**src/ela_pkg.sv**
```systemverilog
// ----------------------------------------------------------------------------
// ela_pkg
// Shared types, datapath widths and arctangent constants for the look-angle
// CORDIC pipeline.
// ----------------------------------------------------------------------------
package ela_pkg;

	// Datapath word: scaled differences stay below 2^60, CORDIC growth included.
	localparam int DATA_W = 62;
	// Angle accumulator, Q32 radians; magnitudes stay below 2^34.
	localparam int Z_W = 36;
	// Scaled differences are aligned so that their top sits at this bit.
	localparam int GUARD_TOP = 58;
	// Upper limit on the stage count; the arctangent table holds entries 0 to 32.
	localparam int MAX_STAGES = 40;

	// Gain correction: magnitude times INV_GAIN_Q30 / 2^GAIN_FRAC, floored.
	localparam int GAIN_FRAC = 30;
	localparam logic [GAIN_FRAC-1:0] INV_GAIN_Q30 = 30'd652032874;

	localparam longint PI_Q32 = 64'sd13493037704;
	localparam longint HALF_PI_Q32 = 64'sd6746518852;

	// Control that travels alongside each item through the pipeline.
	typedef struct packed {
		logic valid;  // an item occupies this stage
		logic live;   // the vector is nonzero, so the angle is meaningful
	} ctl_t;

	// round(atan(2^-i) * 2^32)
	function automatic logic signed [Z_W-1:0] atan_q32(input int i);
		logic signed [Z_W-1:0] a;
		case (i)
			0:  a = 36'sd3373259426;
			1:  a = 36'sd1991351318;
			2:  a = 36'sd1052175346;
			3:  a = 36'sd534100635;
			4:  a = 36'sd268086748;
			5:  a = 36'sd134174063;
			6:  a = 36'sd67103403;
			7:  a = 36'sd33553749;
			8:  a = 36'sd16777131;
			9:  a = 36'sd8388597;
			10: a = 36'sd4194303;
			11: a = 36'sd2097152;
			12: a = 36'sd1048576;
			13: a = 36'sd524288;
			14: a = 36'sd262144;
			15: a = 36'sd131072;
			16: a = 36'sd65536;
			17: a = 36'sd32768;
			18: a = 36'sd16384;
			19: a = 36'sd8192;
			20: a = 36'sd4096;
			21: a = 36'sd2048;
			22: a = 36'sd1024;
			23: a = 36'sd512;
			24: a = 36'sd256;
			25: a = 36'sd128;
			26: a = 36'sd64;
			27: a = 36'sd32;
			28: a = 36'sd16;
			29: a = 36'sd8;
			30: a = 36'sd4;
			31: a = 36'sd2;
			32: a = 36'sd1;
			default: a = '0;
		endcase
		return a;
	endfunction

endpackage

```
**src/ela_gain.sv**
```systemverilog
// ----------------------------------------------------------------------------
// ela_gain
// Two-stage CORDIC gain correction: floor(mag * 1/K), negative taken as 0.
// The product is split into 31-bit and 30-bit parts so no multiplier is wide.
// ----------------------------------------------------------------------------
module ela_gain #(
	parameter int SIDE_W = 1
) (
	input  logic                                 clk,
	input  logic                                 arst_n,
	input  ela_pkg::ctl_t                        ctl_in,
	input  logic signed [ela_pkg::DATA_W-1:0]    mag_in,
	input  logic [SIDE_W-1:0]                    side_in,
	output ela_pkg::ctl_t                        ctl_out,
	output logic signed [ela_pkg::DATA_W-1:0]    h_out,
	output logic [SIDE_W-1:0]                    side_out
);
	import ela_pkg::*;

	localparam int HI_W = DATA_W - 1 - GAIN_FRAC;

	logic [DATA_W-2:0]           u;
	ctl_t                        ctl_s1, ctl_s2;
	logic [HI_W+GAIN_FRAC-1:0]   p_hi_s1;
	logic [2*GAIN_FRAC-1:0]      p_lo_s1;
	logic [SIDE_W-1:0]           side_s1, side_s2;
	logic signed [DATA_W-1:0]    h_s2;

	assign u = mag_in[DATA_W-1] ? '0 : mag_in[DATA_W-2:0];

	always_ff @(posedge clk or negedge arst_n) begin
		if (!arst_n) begin
			ctl_s1 <= '0;
			ctl_s2 <= '0;
		end else begin
			ctl_s1 <= ctl_in;
			ctl_s2 <= ctl_s1;
		end
	end

	always_ff @(posedge clk) begin
		p_hi_s1 <= u[DATA_W-2:GAIN_FRAC] * INV_GAIN_Q30;
		p_lo_s1 <= u[GAIN_FRAC-1:0] * INV_GAIN_Q30;
		side_s1 <= side_in;
		h_s2    <= DATA_W'(p_hi_s1 + (HI_W+GAIN_FRAC)'(p_lo_s1 >> GAIN_FRAC));
		side_s2 <= side_s1;
	end

	assign ctl_out  = ctl_s2;
	assign h_out    = h_s2;
	assign side_out = side_s2;

endmodule

```
**config.mk**
```make
export PLATFORM = sky130hd
export DESIGN_NAME = ela_gain
export DESIGN_NICKNAME = d
export VERILOG_FILES = /design/src/ela_pkg.sv /design/src/ela_gain.sv
export SDC_FILE = /design/constraint.sdc
export NUM_CORES = 2
export LEC_CHECK = 0
export ABC_CLOCK_PERIOD_IN_PS = 2800
export BUFFER_PORTS_ARGS = -buffer_cell sky130_fd_sc_hd__clkbuf_2
export CAP_MARGIN = 20
export CORE_MARGIN = 4
export CORE_UTILIZATION = 60
export DETAILED_ROUTE_END_ITERATION = 16
export PLACE_DENSITY = 0.85
export SLEW_MARGIN = 15
export SYNTH_ARGS = -nofsm -noshare
export SYNTH_HDL_FRONTEND = slang
export SYNTH_SLANG_ARGS = --single-unit
export TNS_END_PERCENT = 50
```
**constraint.sdc**
```tcl
create_clock -name clk -period 2.8 [get_ports clk]
set_input_delay 0.14 -clock clk [delete_from_list [all_inputs] [get_ports clk]]
set_output_delay 0.14 -clock clk [all_outputs]
set_load 0.01 [all_outputs]
```
==> impl_results.md <==
* Status: finished, violations left
* Die area at 0.0721 mm^2
* Nets@finish at 6683
* Post-Synth Adder-Cell Area at 63.3%
* Post-route ant nets at 0
* Number of buffers created by CTS at 17
* Clock-pin slew of the registers on the worst-case setup and hold paths at 70 ps
* Initial antenna violation count at 15
* Synthesized area at 0.0407 mm^2
* Cell taking the most area after synthesis: fa_1
* Most used cell, CP: fa_1
* Die X at 269 um
* Vias/cell at 6.74
* CTS tree: built
* Synth Area in Compound Gates at 7.11%
* Root Buffer: clkbuf_16
* CP Launch Point: mag_in[61]
* GRT Residual Overflow at 0
* Clk_lat worst skew at 470 ps
* Core footprint at 0.0673 mm^2
* Worst R2R Setup Slack at -430 ps
* Fin cells at 5966
* FF-to-FF path depth at 12
* Worst min path class: input port to async pin
* Commonest non-fill, non-tap cell in the layout: inv_1
* FMAX at 132 MHz
* P&R area growth vs syn at 32.5%
* Routed WL per cell at 31.1 um
* Setup TNS at -335600 ps
* Worst-Margin Slew at 662 ps
* Seq cells post-synth at 158
* Final Hold Viols at 0
* Max incr delay on CP at 890 ps
* Worst R2R End: h_out[38]
* Slew Limit Fails at 0
* Yosys top cell area share at 41.8%
* Mapped Nets at 5680
* Largest net degree at the start of global routing at 17
* Period Utilization, post-route at 270%
* Setup crit end: p_hi_s1[48]
* Most frequent cells in the layout: inv_1 (1102), buf_4 (818), fa_1 (788), ha_1 (597), dfxtp_1 (153)
* Synth top area cells: fa_1 (42%), ha_1 (21%), inv_1 (11%), dfxtp_1 (7.6%), xnor2_1 (2.4%)
* XOR/XNOR share of the synthesized area at 3.96%
* Placer Congestion at 1.02
* CP max-delay cell: fa_1
* Vias in the first global route at 40900
* # H-tree levels at 4
* Clock skew at 28.6 ps
* Seq/Total Area, Yosys at 7.82%
* First-pass GRT wire length at 227000 um
* WP data arrival at 7910 ps
* RSZ-0062 raised after global routing: yes
* Post-synthesis simple-gate area fraction at 6.20%
* Max-cap viol count at 0
* Critical path endpoint category: flip-flop
* Port bufs at 131
* Critical path type: input port to flip-flop
* Worst rel slew slack at 55.7%
* Fill cells at 3022
* TritonRoute pass-1 iters at 17
* Post-synth ARST share at 2.53%
* CTS sink count at 158
* Starting Density at 60.5%
* CP required at 3160 ps
* Mean Syn Cell Area at 10.0 um^2
* Syn Inst Count at 4064
* Max Fanout on Critical Path at 8
* DRC at 0
* Core Util, Final at 80.2%
* Failing checks: negative setup slack
* GRT Util Overall at 41.6%
* Post-DP HPWL at 112000 um
* EDFF count, synth at 0
* Largest family of logic cells by synthesized area: adder cells
* Io pins at 132
* Fin worst setup slack at -4750 ps
* Post-synthesis mux area share at 0%
* Dpl cells at 5795
* Yosys warning total at 0
* Ys flop type: dfxtp_1
* Reg-to-Reg Start: p_lo_s1[37]
* Clock buffer depth at 2
* DRT Wirelength at 186000 um
* Startpoint types: input port
* # setup viols final at 124
* Initial drt markers at 6081
* Height of the die at 269 um
* Via count at 40207
* Row cnt at 95
* Layout cells sized above 1 at 33.1%
* Placement Setup Slack at -4440 ps
* Tmin final at 7550 ps
* Yosys cell types at 84
cells by family after synthesis:
logic type	count (synthesis)
adders and majority gates	1549
and+or+nand+nor	483
xor gates and xnor gates	184
AOI/OAI and AO/OA	431
buffers and inverters	1259
DFF	158
critical path: cells and delay by family:
| kind | cells | cell delay (ps) |
|---|---|---|
| XOR/XNOR | 1 | 200 |
| adder cells (fa/ha/maj) | 9 | 4620 |
| buffers and inverters | 8 | 1460 |
| AO/OA/AOI/OAI | 6 | 1180 |
| AND/OR/NAND/NOR | 1 | 250 |
per-layer routing:
layer / wire [um] / up-vias / GRT usage [%]
met3: 30200 / 2269 / 13.3
met5: 717 / - / 0.132
met1: 55000 / 18711 / 47.9
li1: - / 14492 / -
met2: 75700 / 4707 / 65.7
met4: 23900 / 28 / 30.9
final cells by class:
type	instances	area (um^2)	area share, %
repair buffers	1044	8080	15.0
clock inverters	13	141	0.262
well taps	873	1090	2.03
inverters	1199	4630	8.58
multi-input cells	2647	36300	67.4
flip-flops and latches	158	3180	5.90
diodes	13	32.5	0.0603
clock buffers	19	454	0.842
stage by stage:
stage | area, um^2 | hold WS, ps
floorplan | 41800 | -156
global placement | 49200 | -55.6
detailed placement | 49200 | -48.8
CTS | 52100 | 24.8
global route | 53900 | 26.5
finish | 53900 | 19.1
state kept, by name (all words and copies together), names as in the netlist:
name	count
ctl_s1	2
side_out	1
p_hi_s1	60
ctl_out	2
side_s1	1
p_lo_s1	30
h_out	62
worst min-delay path by stage:
stage	start	to	slack, ps	cells past startpoint
final	arst_n	ctl_s1[0]	20	2
after global routing	arst_n	ctl_s1[0]	30	2
after CTS	arst_n	ctl_out[0]	20	2
after detailed placement	arst_n	ctl_s1[1]	-50	1
after global placement	arst_n	ctl_out[1]	-60	1
after floorplan	arst_n	ctl_out[0]	-160	0
synth_stat cells (5+ instances only):
master / count
and2_1: 21
o21ai_0: 67
clkbuf_1: 53
nand4_1: 35
o21bai_1: 18
o21a_1: 11
and4_1: 5
nor2b_1: 45
o21ai_1: 6
o31ai_1: 6
inv_1: 1199
ha_1: 699
a21oi_1: 141
o211ai_1: 5
or3_1: 8
nor3_1: 29
a221oi_1: 5
nand3_1: 29
and3_1: 17
a21o_1: 83
xor2_1: 74
xnor2_1: 110
nor4_1: 7
dfxtp_1: 154
nand2_1: 108
nand2b_1: 55
a211oi_1: 14
nor2_1: 100
fa_1: 850
nor3_2: 5
a31oi_1: 11
a221o_1: 5
what timing repair did:
item	CTS	global route
pin swaps	162	167
setup endpoints to repair	124	124
gates resized for setup	362	308
gates cloned	5	0
endpoints found under the hold margin	7	0
buffers inserted	66	66
hold buffers	4	0
Power is not shown: default switching activity piles up to over one toggle a cycle in this logic, so the estimate is an artifact.
